$ cat src/design/dvrt_pkg.sv
// Shared types, constants and codes for the distance-vector route table.
package dvrt_pkg;

  localparam int NODES_DEF = 16;

  localparam int NODE_W = 4;
  localparam int HOP_W  = 5;
  localparam int COST_W = 20;
  localparam int TIME_W = 16;
  localparam int OP_W   = 3;
  localparam int CFG_IDX_W  = 2;
  localparam int CFG_DATA_W = 20;

  localparam logic [HOP_W-1:0]  NO_HOP        = 5'd16;
  localparam logic [COST_W-1:0] INF_RESET     = 20'd1000000;
  localparam logic [TIME_W-1:0] TIMEOUT_RESET = 16'd3;

  localparam logic [CFG_IDX_W-1:0] CFG_MY_NODE  = 2'd0;
  localparam logic [CFG_IDX_W-1:0] CFG_INFINITY = 2'd1;
  localparam logic [CFG_IDX_W-1:0] CFG_TIMEOUT  = 2'd2;

  typedef enum logic [OP_W-1:0] {
    OP_ADD_LINK    = 3'd0,
    OP_CHANGE_COST = 3'd1,
    OP_ADVERT      = 3'd2,
    OP_TICK        = 3'd3,
    OP_QUERY       = 3'd4
  } op_e;

  typedef enum logic [2:0] {
    CLS_NONE,
    CLS_LINK,
    CLS_ADV_HEAR,
    CLS_ADV,
    CLS_TICK,
    CLS_QUERY
  } item_cls_e;

  typedef enum logic [2:0] {
    ST_IDLE,
    ST_ADV_WR,
    ST_TICK_RD,
    ST_TICK_HOP,
    ST_TICK_EMIT,
    ST_QRY_EMIT
  } state_e;

  typedef struct packed {
    logic [HOP_W-1:0]  next;
    logic [COST_W-1:0] cost;
  } route_ent_t;

  typedef struct packed {
    logic link_wr;
    logic adv_rd;
    logic adv_wr;
    logic tick_start;
    logic tick_rd;
    logic tick_hop;
    logic tick_emit;
    logic qry_rd;
    logic qry_emit;
  } cmd_t;

  typedef struct packed {
    item_cls_e cls;
    logic      out_free;
    logic      last_entry;
  } status_t;

endpackage

$ cat src/design/dvrt_ctrl.sv
// Controller state machine that sequences item handling and the tick walk.
module dvrt_ctrl
  import dvrt_pkg::*;
(
  input  logic    clk_i,
  input  logic    rst_ni,
  input  logic    in_valid_i,
  output logic    in_ready_o,
  input  status_t status_i,
  output cmd_t    cmd_o
);

  state_e state_q, state_d;

  always_ff @(posedge clk_i or negedge rst_ni) begin
    if (!rst_ni) begin
      state_q <= ST_IDLE;
    end else begin
      state_q <= state_d;
    end
  end

  always_comb begin
    state_d = state_q;
    unique case (state_q)
      ST_IDLE: begin
        if (in_valid_i) begin
          unique case (status_i.cls)
            CLS_ADV:   state_d = ST_ADV_WR;
            CLS_TICK:  state_d = ST_TICK_RD;
            CLS_QUERY: state_d = ST_QRY_EMIT;
            default:   state_d = ST_IDLE;
          endcase
        end
      end
      ST_ADV_WR:   state_d = ST_IDLE;
      ST_TICK_RD:  state_d = ST_TICK_HOP;
      ST_TICK_HOP: state_d = ST_TICK_EMIT;
      ST_TICK_EMIT: begin
        if (status_i.out_free) begin
          state_d = status_i.last_entry ? ST_IDLE : ST_TICK_RD;
        end
      end
      ST_QRY_EMIT: begin
        if (status_i.out_free) begin
          state_d = ST_IDLE;
        end
      end
      default: state_d = ST_IDLE;
    endcase
  end

  always_comb begin
    cmd_o      = '0;
    in_ready_o = 1'b0;
    unique case (state_q)
      ST_IDLE: begin
        in_ready_o = 1'b1;
        if (in_valid_i) begin
          unique case (status_i.cls)
            CLS_LINK:     cmd_o.link_wr    = 1'b1;
            CLS_ADV_HEAR: cmd_o.adv_rd     = 1'b1;
            CLS_ADV:      cmd_o.adv_rd     = 1'b1;
            CLS_TICK:     cmd_o.tick_start = 1'b1;
            CLS_QUERY:    cmd_o.qry_rd     = 1'b1;
            default:      cmd_o            = '0;
          endcase
        end
      end
      ST_ADV_WR:    cmd_o.adv_wr   = 1'b1;
      ST_TICK_RD:   cmd_o.tick_rd  = 1'b1;
      ST_TICK_HOP:  cmd_o.tick_hop = 1'b1;
      ST_TICK_EMIT: cmd_o.tick_emit = status_i.out_free;
      ST_QRY_EMIT:  cmd_o.qry_emit  = status_i.out_free;
      default:      cmd_o = '0;
    endcase
  end

endmodule

$ cat src/design/dvrt_datapath.sv
// Route, link and heard-time tables with configuration and the result register.
module dvrt_datapath
  import dvrt_pkg::*;
#(
  parameter int NODES = NODES_DEF
) (
  input  logic                  clk_i,
  input  logic                  rst_ni,
  input  logic                  cfg_we_i,
  input  logic [CFG_IDX_W-1:0]  cfg_index_i,
  input  logic [CFG_DATA_W-1:0] cfg_data_i,
  input  logic [OP_W-1:0]       op_i,
  input  logic [NODE_W-1:0]     node_i,
  input  logic [NODE_W-1:0]     dest_i,
  input  logic [HOP_W-1:0]      adv_next_hop_i,
  input  logic [COST_W-1:0]     cost_i,
  input  logic [TIME_W-1:0]     tick_time_i,
  input  cmd_t                  cmd_i,
  output status_t               status_o,
  input  logic                  out_ready_i,
  output logic                  out_valid_o,
  output logic [NODE_W-1:0]     route_dest_o,
  output logic [HOP_W-1:0]      route_next_o,
  output logic [COST_W-1:0]     route_cost_o,
  output logic                  reachable_o,
  output logic                  last_of_dump_o
);

  localparam int IW = (NODES > 1) ? $clog2(NODES) : 1;
  localparam int XW = (IW + 1 > HOP_W) ? IW + 1 : HOP_W;

  // Configuration registers.
  logic [NODE_W-1:0] my_node_q;
  logic [COST_W-1:0] inf_q;
  logic [TIME_W-1:0] timeout_q;
  logic [TIME_W-1:0] now_q;
  logic              tables_clr;

  assign tables_clr = cfg_we_i && (cfg_index_i == CFG_MY_NODE || cfg_index_i == CFG_INFINITY);

  always_ff @(posedge clk_i or negedge rst_ni) begin
    if (!rst_ni) begin
      my_node_q <= '0;
      inf_q     <= INF_RESET;
      timeout_q <= TIMEOUT_RESET;
    end else if (cfg_we_i) begin
      unique case (cfg_index_i)
        CFG_MY_NODE:  my_node_q <= cfg_data_i[NODE_W-1:0];
        CFG_INFINITY: inf_q     <= cfg_data_i;
        CFG_TIMEOUT:  timeout_q <= cfg_data_i[TIME_W-1:0];
        default:      ;
      endcase
    end
  end

  // Input decode.
  logic [XW-1:0]     my_x, node_x, dest_x, tgt_x, nodes_x;
  logic [NODE_W-1:0] tgt;
  logic              link_ok, adv_ok, dest_ok;
  item_cls_e         cls;

  assign my_x    = XW'(my_node_q);
  assign node_x  = XW'(node_i);
  assign dest_x  = XW'(dest_i);
  assign nodes_x = XW'(NODES);
  assign tgt     = (node_i != my_node_q) ? node_i : dest_i;
  assign tgt_x   = XW'(tgt);
  assign link_ok = (tgt != my_node_q) && (tgt_x < nodes_x);
  assign adv_ok  = (node_i != my_node_q) && (node_x < nodes_x);
  assign dest_ok = dest_x < nodes_x;

  always_comb begin
    unique case (op_i)
      OP_ADD_LINK, OP_CHANGE_COST: cls = link_ok ? CLS_LINK : CLS_NONE;
      OP_ADVERT: begin
        if (!adv_ok) begin
          cls = CLS_NONE;
        end else begin
          cls = dest_ok ? CLS_ADV : CLS_ADV_HEAR;
        end
      end
      OP_TICK:  cls = CLS_TICK;
      OP_QUERY: cls = CLS_QUERY;
      default:  cls = CLS_NONE;
    endcase
  end

  // Item registers.
  logic [NODE_W-1:0] node_q, dest_q;
  logic [HOP_W-1:0]  nh_q;
  logic [COST_W-1:0] cost_q;
  logic              dest_ok_q;
  logic [IW-1:0]     idx_q;
  logic              last_entry;

  always_ff @(posedge clk_i) begin
    if (cmd_i.adv_rd || cmd_i.qry_rd) begin
      node_q    <= node_i;
      dest_q    <= dest_i;
      nh_q      <= adv_next_hop_i;
      cost_q    <= cost_i;
      dest_ok_q <= dest_ok;
    end
  end

  always_ff @(posedge clk_i or negedge rst_ni) begin
    if (!rst_ni) begin
      now_q <= '0;
      idx_q <= '0;
    end else if (cmd_i.tick_start) begin
      now_q <= tick_time_i;
      idx_q <= '0;
    end else if (cmd_i.tick_emit) begin
      idx_q <= idx_q + IW'(1);
    end
  end

  assign last_entry = (idx_q == IW'(NODES - 1));

  // Neighbor tracking bits and heard times.
  logic [NODES-1:0] nb_q;
  logic [TIME_W-1:0] lh_mem [NODES];
  logic              hear_we;
  logic [IW-1:0]     hear_wa;

  assign hear_we = (cmd_i.link_wr && op_i == OP_ADD_LINK) || cmd_i.adv_rd;
  assign hear_wa = cmd_i.link_wr ? tgt_x[IW-1:0] : node_x[IW-1:0];

  always_ff @(posedge clk_i or negedge rst_ni) begin
    if (!rst_ni) begin
      nb_q <= '0;
    end else if (tables_clr) begin
      nb_q <= '0;
    end else if (hear_we) begin
      nb_q[hear_wa] <= 1'b1;
    end
  end

  // Link cost table; an entry that was never written reads as its reset value.
  logic [COST_W-1:0] nc_mem [NODES];
  logic [NODES-1:0]  nc_vld_q;
  logic [COST_W-1:0] nc_rd_q;
  logic              nc_vld_rd_q;

  always_ff @(posedge clk_i or negedge rst_ni) begin
    if (!rst_ni) begin
      nc_vld_q <= '0;
    end else if (tables_clr) begin
      nc_vld_q <= '0;
    end else if (cmd_i.link_wr) begin
      nc_vld_q[tgt_x[IW-1:0]] <= 1'b1;
    end
  end

  always_ff @(posedge clk_i) begin
    if (cmd_i.link_wr) begin
      nc_mem[tgt_x[IW-1:0]] <= cost_i;
    end
    if (hear_we) begin
      lh_mem[hear_wa] <= now_q;
    end
    if (cmd_i.adv_rd) begin
      nc_rd_q     <= nc_mem[node_x[IW-1:0]];
      nc_vld_rd_q <= nc_vld_q[node_x[IW-1:0]];
    end
  end

  // Route table with one read port and one write port.
  route_ent_t       best_mem [NODES];
  logic [NODES-1:0] best_vld_q;
  route_ent_t       best_rd_q;
  logic             best_vld_rd_q;
  logic [IW-1:0]    best_ra, best_ra_q;
  logic             best_re;
  logic             best_we;
  logic [IW-1:0]    best_wa;
  route_ent_t       best_wd;

  assign best_re = cmd_i.adv_rd || cmd_i.qry_rd || cmd_i.tick_rd;
  assign best_ra = (cmd_i.adv_rd || cmd_i.qry_rd) ? dest_x[IW-1:0] : idx_q;

  always_ff @(posedge clk_i) begin
    if (best_we) begin
      best_mem[best_wa] <= best_wd;
    end
    if (best_re) begin
      best_rd_q     <= best_mem[best_ra];
      best_vld_rd_q <= best_vld_q[best_ra];
      best_ra_q     <= best_ra;
    end
  end

  always_ff @(posedge clk_i or negedge rst_ni) begin
    if (!rst_ni) begin
      best_vld_q <= '0;
    end else if (tables_clr) begin
      best_vld_q <= '0;
    end else if (best_we) begin
      best_vld_q[best_wa] <= 1'b1;
    end
  end

  // Entries as they stand, with reset contents for unwritten ones.
  logic              own_rd, own_nc;
  logic [COST_W-1:0] bc_eff, nc_eff;
  logic [HOP_W-1:0]  bn_eff;

  assign own_rd = (XW'(best_ra_q) == my_x);
  assign own_nc = (XW'(node_q) == my_x);
  assign bc_eff = best_vld_rd_q ? best_rd_q.cost : (own_rd ? '0 : inf_q);
  assign bn_eff = best_vld_rd_q ? best_rd_q.next : (own_rd ? HOP_W'(my_node_q) : NO_HOP);
  assign nc_eff = nc_vld_rd_q ? nc_rd_q : (own_nc ? '0 : inf_q);

  // Relaxation.
  logic [COST_W:0]   sum;
  logic              take;
  logic [COST_W-1:0] sum_sat;
  logic [XW-1:0]     dest_q_x;

  assign sum      = {1'b0, cost_q} + {1'b0, nc_eff};
  assign take     = (sum < {1'b0, bc_eff} && nh_q != HOP_W'(my_node_q))
                    || (bn_eff == HOP_W'(node_q));
  assign sum_sat  = (sum < {1'b0, inf_q}) ? sum[COST_W-1:0] : inf_q;
  assign dest_q_x = XW'(dest_q);

  // Tick walk: hop lookup and down test.
  route_ent_t        ent_q;
  logic              hop_ok_q;
  logic              nb_rd_q;
  logic [TIME_W-1:0] lh_rd_q;
  logic [XW-1:0]     hop_x, idx_x;
  logic [TIME_W-1:0] silent;
  logic              hop_down;

  assign hop_x = XW'(bn_eff);
  assign idx_x = XW'(idx_q);

  always_ff @(posedge clk_i) begin
    if (cmd_i.tick_hop) begin
      ent_q.cost <= bc_eff;
      ent_q.next <= bn_eff;
      hop_ok_q   <= (bn_eff != NO_HOP);
      nb_rd_q    <= nb_q[hop_x[IW-1:0]];
      lh_rd_q    <= lh_mem[hop_x[IW-1:0]];
    end
  end

  assign silent   = now_q - lh_rd_q;
  assign hop_down = hop_ok_q && nb_rd_q && (silent >= timeout_q) && (idx_x != my_x);

  always_comb begin
    best_we = 1'b0;
    best_wa = idx_q;
    best_wd = '{next: NO_HOP, cost: inf_q};
    if (cmd_i.adv_wr) begin
      best_we = take;
      best_wa = dest_q_x[IW-1:0];
      best_wd = '{next: HOP_W'(node_q), cost: sum_sat};
    end else if (cmd_i.tick_emit) begin
      best_we = hop_down;
    end
  end

  // Result register.
  logic              out_valid_q;
  logic [NODE_W-1:0] r_dest_q;
  logic [HOP_W-1:0]  r_next_q;
  logic [COST_W-1:0] r_cost_q;
  logic              r_last_q;
  logic              out_load;
  logic              out_free;

  assign out_load = cmd_i.tick_emit || cmd_i.qry_emit;
  assign out_free = !out_valid_q || out_ready_i;

  always_ff @(posedge clk_i or negedge rst_ni) begin
    if (!rst_ni) begin
      out_valid_q <= 1'b0;
    end else if (out_load) begin
      out_valid_q <= 1'b1;
    end else if (out_ready_i) begin
      out_valid_q <= 1'b0;
    end
  end

  always_ff @(posedge clk_i) begin
    if (cmd_i.tick_emit) begin
      r_dest_q <= idx_x[NODE_W-1:0];
      r_next_q <= ent_q.next;
      r_cost_q <= ent_q.cost;
      r_last_q <= last_entry;
    end else if (cmd_i.qry_emit) begin
      r_dest_q <= dest_q;
      r_next_q <= dest_ok_q ? bn_eff : NO_HOP;
      r_cost_q <= dest_ok_q ? bc_eff : inf_q;
      r_last_q <= 1'b1;
    end
  end

  assign status_o = '{cls: cls, out_free: out_free, last_entry: last_entry};

  assign out_valid_o    = out_valid_q;
  assign route_dest_o   = r_dest_q;
  assign route_next_o   = r_next_q;
  assign route_cost_o   = r_cost_q;
  assign reachable_o    = r_cost_q < inf_q;
  assign last_of_dump_o = r_last_q;

endmodule

$ cat src/design/distance_vector_route_table.sv
// Distance-vector route table: per-destination best cost and next hop, relaxed by
// neighbor advertisements, with link costs, neighbor liveness and a timed sweep.
// A link add or link cost change is written as it is taken; an advertisement
// entry reads the route and link tables, then writes back; a query reads the
// route table, then waits for the result register. A tick reads each entry
// through the single read port of the route table, then looks up the heard time
// of its next hop; it reports every entry in index order and drops a route through
// a silent neighbor as it reports that entry. Input is taken only between items;
// a finished result waits in an output register while the next item is accepted.
module distance_vector_route_table
  import dvrt_pkg::*;
#(
  parameter int NODES = NODES_DEF
) (
  input  logic                  clk_i,
  input  logic                  rst_ni,
  input  logic                  cfg_we_i,
  input  logic [CFG_IDX_W-1:0]  cfg_index_i,
  input  logic [CFG_DATA_W-1:0] cfg_data_i,
  input  logic                  in_valid_i,
  output logic                  in_ready_o,
  input  logic [OP_W-1:0]       op_i,
  input  logic [NODE_W-1:0]     node_i,
  input  logic [NODE_W-1:0]     dest_i,
  input  logic [HOP_W-1:0]      adv_next_hop_i,
  input  logic [COST_W-1:0]     cost_i,
  input  logic [TIME_W-1:0]     tick_time_i,
  output logic                  out_valid_o,
  input  logic                  out_ready_i,
  output logic [NODE_W-1:0]     route_dest_o,
  output logic [HOP_W-1:0]      route_next_o,
  output logic [COST_W-1:0]     route_cost_o,
  output logic                  reachable_o,
  output logic                  last_of_dump_o
);

  cmd_t    cmd;
  status_t status;

  dvrt_ctrl u_ctrl (
    .clk_i      (clk_i),
    .rst_ni     (rst_ni),
    .in_valid_i (in_valid_i),
    .in_ready_o (in_ready_o),
    .status_i   (status),
    .cmd_o      (cmd)
  );

  dvrt_datapath #(
    .NODES (NODES)
  ) u_datapath (
    .clk_i          (clk_i),
    .rst_ni         (rst_ni),
    .cfg_we_i       (cfg_we_i),
    .cfg_index_i    (cfg_index_i),
    .cfg_data_i     (cfg_data_i),
    .op_i           (op_i),
    .node_i         (node_i),
    .dest_i         (dest_i),
    .adv_next_hop_i (adv_next_hop_i),
    .cost_i         (cost_i),
    .tick_time_i    (tick_time_i),
    .cmd_i          (cmd),
    .status_o       (status),
    .out_ready_i    (out_ready_i),
    .out_valid_o    (out_valid_o),
    .route_dest_o   (route_dest_o),
    .route_next_o   (route_next_o),
    .route_cost_o   (route_cost_o),
    .reachable_o    (reachable_o),
    .last_of_dump_o (last_of_dump_o)
  );

endmodule
$ cat config.mk
export PLATFORM = sky130hd
export DESIGN_NAME = distance_vector_route_table
export DESIGN_NICKNAME = d
export VERILOG_FILES = /design/src/design/dvrt_pkg.sv /design/src/design/dvrt_ctrl.sv /design/src/design/dvrt_datapath.sv /design/src/design/distance_vector_route_table.sv
export SDC_FILE = /design/constraint.sdc
export NUM_CORES = 2
export LEC_CHECK = 0
export BUFFER_PORTS_ARGS = -buffer_cell sky130_fd_sc_hd__buf_2
export CAP_MARGIN = 40
export CORE_MARGIN = 10
export CORE_UTILIZATION = 63
export DETAILED_ROUTE_END_ITERATION = 16
export PLACE_DENSITY = 0.8
export REMOVE_ABC_BUFFERS = 1
export SYNTH_ARGS = -nofsm -noshare
export SYNTH_HDL_FRONTEND = slang
export SYNTH_HIERARCHICAL = 1
export SYNTH_SLANG_ARGS = --single-unit
export TNS_END_PERCENT = 1
$ cat constraint.sdc
create_clock -name clk_i -period 8.7 [get_ports clk_i]
set_input_delay 1.305 -clock clk_i [delete_from_list [all_inputs] [get_ports clk_i]]
set_output_delay 1.305 -clock clk_i [all_outputs]
set_load 0.02 [all_outputs]
Word level (Yosys, flattened, before mapping)
Memory sizes are Yosys's and may differ from the RTL's. A register that Yosys moved wholly into a read port is not among the register bits.
Index checks and enable logic that the tools add are counted.
- flip-flop bits (word level): 209
- RAM bits: 976
- input bits: 79
- memories: 3
- memory list (memory ; words ; bits a word ; rd ports ; clocked after memory_dff ; write ports ; line ; RTL):
    u_datapath.best_mem ; 16 ; 25 ; 1 ; 1 ; 1 ; dvrt_datapath.sv:169 ; route_ent_t best_mem [NODES];
    u_datapath.nc_mem ; 16 ; 20 ; 1 ; 1 ; 1 ; dvrt_datapath.sv:140 ; logic [COST_W-1:0] nc_mem [NODES];
    u_datapath.lh_mem ; 16 ; 16 ; 1 ; 1 ; 1 ; dvrt_datapath.sv:122 ; logic [TIME_W-1:0] lh_mem [NODES];
- add/sub/neg operators: 3
- magnitude comparators: 16
- equal/unequal tests: 28
- muxes and demuxes: 76
- bitwise operators: 3
- reduce and logical (&&, ||, !) cells: 34
- operators with widths (cell ; count):
    $mux 20 ; 8
    $mux 16 ; 6
    $or 16x16->16 ; 3
    $lt 4x5->1 const B ; 9
    $lt 21x20->1 ; 2
    $mux 4 ; 8
    $mux 1 ; 27
    $mux 25 ; 1
    $mux 5 ; 5
    $add 20x20->21 ; 1
    $lt 20x20->1 ; 1
    $eq 3x2->1 const B ; 6
    $ge 16x16->1 ; 1
    $sub 16x16->16 ; 1
    $eq 3x3->1 const B ; 5
    $pmux 3 s5 ; 1
    $bmux 1 s4 ; 3
    $demux 1 s4 ; 3
    $ge 4x1->1 const B ; 3
    $mux 3 ; 4
    $ne 4x4->1 ; 3
    $pmux 3 s4 ; 1
    $reduce_bool 2->1 ; 6
    $logic_and 1x1->1 ; 11
    other kinds (22) ; 41

Longest topological paths before layout
- depth after elaboration: 19
- depth in mapped cells: 24
- mapped depth without buffers: 21

Hierarchy
Netlist, hierarchy kept.
- modules (own cells, without submodules) (module ; times used ; cells each ; area each (µm²) ; sequential area each (µm²)):
    dvrt_datapath ; 1 ; 3675 ; 52307.7 ; 36761.5
    dvrt_ctrl ; 1 ; 34 ; 250.2 ; 75.1

Worst setup path before layout
Ideal clock, no wire load.
- kind: register -> register
- from: reg u_datapath.my_node_q[2]
- to: mem u_datapath/best_mem[9][0] in the netlist's numbering, enable pin
- setup time: 0.438 ns
- arrival: 6.442 ns
- data required time: 8.262 ns
- slack: 1.820 ns
- stages on the path, launching flop included: 24
- buffers on the path: 3
- period minus slack after synthesis: 6.880 ns
- cell sequence: dfrtp_1 -> buf_4 -> xnor2_1 -> a41oi_1 -> clkbuf_1 -> a22o_1 -> ha_1 -> fa_1 -> a21oi_1 -> nor2_1 -> o31ai_1 -> a21oi_1 -> a211o_1 -> a21oi_1 -> xnor2_1 -> ha_1 -> a211o_1 -> a21oi_1 -> o21ai_0 -> a2111oi_0 -> o31a_1 -> a211oi_2 -> buf_2 -> nor3_1
- longest elaborated chain between the ends: 10
- elaborated cells on any way between the ends: 20
- classes of those cells: add/sub (1); order compare (1); eq/ne (5); mux (10); reduce/logical (3)
- RTL lines (item ; line ; RTL):
    start: declaration ; dvrt_datapath.sv:33 ; logic [NODE_W-1:0] my_node_q;
    start signal: assignment ; dvrt_datapath.sv:48 ; CFG_MY_NODE: my_node_q <= cfg_data_i[NODE_W-1:0];
    $eq 4x4->1 ; dvrt_datapath.sv:209 ; assign own_nc = (XW'(node_q) == my_x);
    $mux 20 (2 in a row) ; dvrt_datapath.sv:212 ; assign nc_eff = nc_vld_rd_q ? nc_rd_q : (own_nc ? '0 : inf_q);
    $add 20x20->21 ; dvrt_datapath.sv:220 ; assign sum = {1'b0, cost_q} + {1'b0, nc_eff};
    $lt 21x20->1 ; dvrt_datapath.sv:221 ; assign take = (sum < {1'b0, bc_eff} && nh_q != HOP_W'(my_node_q))
    $logic_and 1x1->1 ; dvrt_datapath.sv:221 ;
    $logic_or 1x1->1 ; dvrt_datapath.sv:222 ; || (bn_eff == HOP_W'(node_q));
    $mux 1 * ; dvrt_datapath.sv:255 ; if (cmd_i.adv_wr) begin
    $mux 1 * ; dvrt_datapath.sv:183 ; if (best_we) begin
    $mux 1 (implied by the code) * ; dvrt_datapath.sv:184 ; best_mem[best_wa] <= best_wd;
    end: declaration ; dvrt_datapath.sv:169 ;
Every way passes the cells marked *; elsewhere a longest branch is shown, timed or not.

Worst setup path in the final report
- from: reg u_datapath.my_node_q[2]
- to: mem u_datapath/best_mem[4][0] in the netlist's numbering, enable pin
The elaborated chain is that of the path after synthesis.

==> results.yml <==
setup_path:
  worst_path_largest_cell_delay_ps: 680
  slowest_stage: "dfrtp_1"
  worstSetupStartpointType: "flip-flop"
  path_max_fanout: 32
  r2r_end: "u_datapath/best_mem[4][0]"
  r2r_slack_ps: 1490
  crit_top_cell: "a21oi_1"
  reg2reg_depth: 23
  crit_chain: "xnor2_1 -> a41oi_2 -> buf_4 -> a22o_1 -> ha_1 -> fa_1 -> a21oi_1 -> nor2_1 -> o31ai_1 -> a21oi_1 -> a211o_1 -> a21oi_1 -> xnor2_1 -> ha_1 -> a211o_1 -> a21oi_1 -> o21ai_0 -> a2111oi_0 -> o31a_1 -> a211oi_4 -> buf_4 -> nor3_2 -> buf_4"
  cp-startpoint: "u_datapath/my_node_q[2]"
  crit_type: "flip-flop to flip-flop"
  worst_setup_path_end_kind: "flip-flop"
  reg2reg_from: "u_datapath/my_node_q[2]"
  crit_arrival_ps: 7560
  required_ps: 9050
  crit_end: "u_datapath/best_mem[4][0]"
synthesis:
  synth_cell_type_count: 71
  synth_area_per_cell_um2: 14.2
  ys_seq_elements: 1245
  synthTopCellsByArea: "edfxtp_1 (65%), nand2_1 (5.4%), dfrtp_1 (4.9%)"
  synth_top_area_cell: "edfxtp_1"
  syn_inst: 3709
  yosys_warnings: 6
  synth_edf_count: 1133
  synth_top_flop_cell: "edfxtp_1"
  synthArstFlopShare: 0.0900
  ys_seq_area_frac: 0.701
  yosys.area.top_type_share: 0.647
  synthesis.area_mm2: 0.0526
floorplanning:
  die_y_um: 309
  initial_core_util: 0.638
  dieArea_mm2: 0.0954
  fp.dieW_um: 309
  num_rows: 105
  io_pins: 112
  core_mm2: 0.0824
layout:
  stdcell_count: 5005
  drive_above_1_share: 0.171
  final-seq-area_mm2: 0.0368
  nFillCells: 5004
  layout.nets: 4024
  multiInputGateArea_mm2: 0.0148
  area_growth_pct: 11.7
timing:
  rsz0062_at_grt: "false"
  final_hold_viol_count: 0
  tightest_slew_ps: 944
  slew_viol_final: 0
  timing.fmax_ghz: 0.139
  finalCritPeriodShare: 0.829
  slew_headroom: 0.357
  layout_min_cycle_time_ps: 7210
  skew_ps: 41.8
  setup_tns_ps: 0
  finalSetupViolCount: 0
clock_tree:
  clock_sinks: 1245
  cts_resized: 0
  numCtsBuffers: 118
  root_buffer: "clkbuf_16"
  clkTransAtPathRegs_ps: 60
  post_cts_buffers: 0
  clk_latency_ps: 720
  ctsHtreeMaxLevel: 3
  cts_buffer_depth: 3
  cts_tree: "built"
  hold_buffers: 0
pwr:
  p_per_area_mw_per_mm2: 314
  ir_worst_vdd_mv: 0.246
  p_leak_nw: 20.9
global_routing:
  grt_max_degree: 127
  grtUsageTotal: 0.284
  grt_antenna_before_repair: 5
  grt_pass1_vias: 32700
  grt_pass1_wl_um: 204000
  grt-ovfl-total: 0
place:
  place_congestion: 0.906
  io_buffers: 111
  dpl.hpwl_um: 83800
  dp.cells: 4783
route:
  via_per_inst: 6.63
  antenna_left: 0
  drtPass1Iterations: 8
  drtIter0Drc: 4759
  finalWirelength_um: 136000
  drc: 0
  vias: 33200
  wl_per_cell_um: 27.2
min_path:
  hold_path_class: "flip-flop to flip-flop"
run_status:
  status: "finished, final reports clean"
job:
  maxCapViolCount: 0
registers in the layout, indices dropped and copies added, names as in the netlist, 20 cells and up:
register / cells
u_datapath/nc_mem: 320
u_datapath/route_cost_o: 20
u_datapath/best_rd_q: 25
u_datapath/inf_q: 20
u_datapath/cost_q: 20
u_datapath/nc_rd_q: 20
u_datapath/lh_mem: 256
u_datapath/best_mem: 400
u_datapath/ent_q: 25
worst min path at each step:
| stage | startpoint | to | slack (ps) | cells past startpoint |
|---|---|---|---|---|
| finish | u_datapath/best_vld_q[11] | u_datapath/best_vld_q[11] | 480 | 2 |
| global route | u_datapath/nb_q[13] | u_datapath/nb_q[13] | 500 | 1 |
| CTS | u_datapath/best_vld_q[11] | u_datapath/best_vld_q[11] | 480 | 2 |
| detailed placement | u_datapath/best_vld_q[13] | u_datapath/best_vld_q[13] | 460 | 2 |
| global placement | u_datapath/best_vld_q[3] | u_datapath/best_vld_q[3] | 460 | 2 |
| floorplan | u_datapath/best_vld_q[0] | u_datapath/best_vld_q[0] | 440 | 2 |
logic make-up (layout without fill, tap and decap cells):
family          Yosys count  count (layout)  synth area share
simple gates           1355            1355             0.113
flops                  1245            1245             0.701
compound gates          414             414            0.0569
buf+inv                 301             525            0.0228
mux                     221             221            0.0695
fa+ha+maj               112             112            0.0269
xor+xnor                 61              61            0.0102
other cells               0               2                 0
layout by cell type (no fill, tap or decap), drive strengths merged, types with 4 or more instances in the layout:
cell type / Yosys / routed
clkbuf: 150 / 154
dfstp: 9 / 9
bufinv: 0 / 9
nand3: 257 / 257
a211o: 5 / 5
and3: 82 / 82
dfrtp: 103 / 103
mux2: 103 / 103
inv: 91 / 94
mux4: 105 / 105
nor2b: 24 / 24
buf: 55 / 209
nand2: 757 / 757
or3: 6 / 6
a311oi: 105 / 105
nand4: 12 / 12
clkinvlp: 0 / 8
nor2: 136 / 136
a22oi: 21 / 21
ha: 110 / 110
nand2b: 17 / 17
a41oi: 4 / 4
edfxtp: 1133 / 1133
o211ai: 6 / 6
a31oi: 54 / 54
o21ai: 35 / 35
a21oi: 79 / 79
clkinv: 5 / 51
nor3: 37 / 37
and2: 9 / 9
a21o: 14 / 14
xor2: 19 / 19
o21a: 13 / 13
a211oi: 11 / 11
xnor2: 42 / 42
mux2i: 13 / 13
nor4: 6 / 6
o41ai: 17 / 17
a22o: 22 / 22
synthesized netlist by cell type, drive strengths merged (13+ instances only):
cell    instances
a21oi          79
xor2           19
mux2          103
edfxtp       1133
nand3         257
nand2         757
a31oi          54
nand2b         17
o21a           13
mux4          105
a22o           22
a22oi          21
dfrtp         103
o41ai          17
buf            55
nor3           37
clkbuf        150
o21ai          35
inv            91
and3           82
a21o           14
nor2b          24
ha            110
a311oi        105
mux2i          13
xnor2          42
nor2          136
layer usage:
layer  wire, µm  share of wire  vias to the layer above  track usage
met4       5440          0.040                        8        0.116
met3      14700           0.11                      347       0.0554
li1           -              -                    14200            -
met2      64500           0.47                     2102        0.447
met1      51300           0.38                    16500        0.391
met5         48        0.00035                        -            0
report_power, final:
part           switching [mW]  internal [mW]
sequential              0.459           7.47
clock                    2.20           2.84
combinational            3.64           1.80
total                    6.30           12.1
stage by stage:
step / hold WS (ps) / power, mW / worst slack, ps / area, µm² / utilization
after global routing: 504 / 19.2 / 1200 / 58700 / 0.713
after detailed placement: 461 / 13.4 / 1720 / 54900 / 0.666
after floorplan: 443 / 11.6 / -19350 / 51700 / -
after CTS: 478 / 18.4 / 1680 / 58700 / 0.713
after global placement: 455 / 13.2 / 1700 / 54600 / 0.663
final: 478 / 18.4 / 1490 / 58700 / 0.713
critical path, delay by kind of cell (launching register included):
family	cells	cell delay, ps
adder cells (fa/ha/maj)	3	990
XOR/XNOR	2	440
buffers and inverters	3	980
AO/OA/AOI/OAI	13	3000
flip-flops	1	680
AND/OR/NAND/NOR	2	710
layout make-up:
| type | instances | share of cell area |
|---|---|---|
| Sequential cell | 1245 | 0.627 |
| Multi-Input combinational cell | 2163 | 0.253 |
| Clock buffer | 154 | 0.0541 |
| Timing Repair Buffer | 209 | 0.0257 |
| Tap cell | 1070 | 0.0228 |
| Clock inverter | 66 | 0.0108 |
| Inverter | 96 | 0.00629 |
| Antenna cell | 2 | 0.0000852 |
Note: power is estimated with default switching activity, not from simulation.
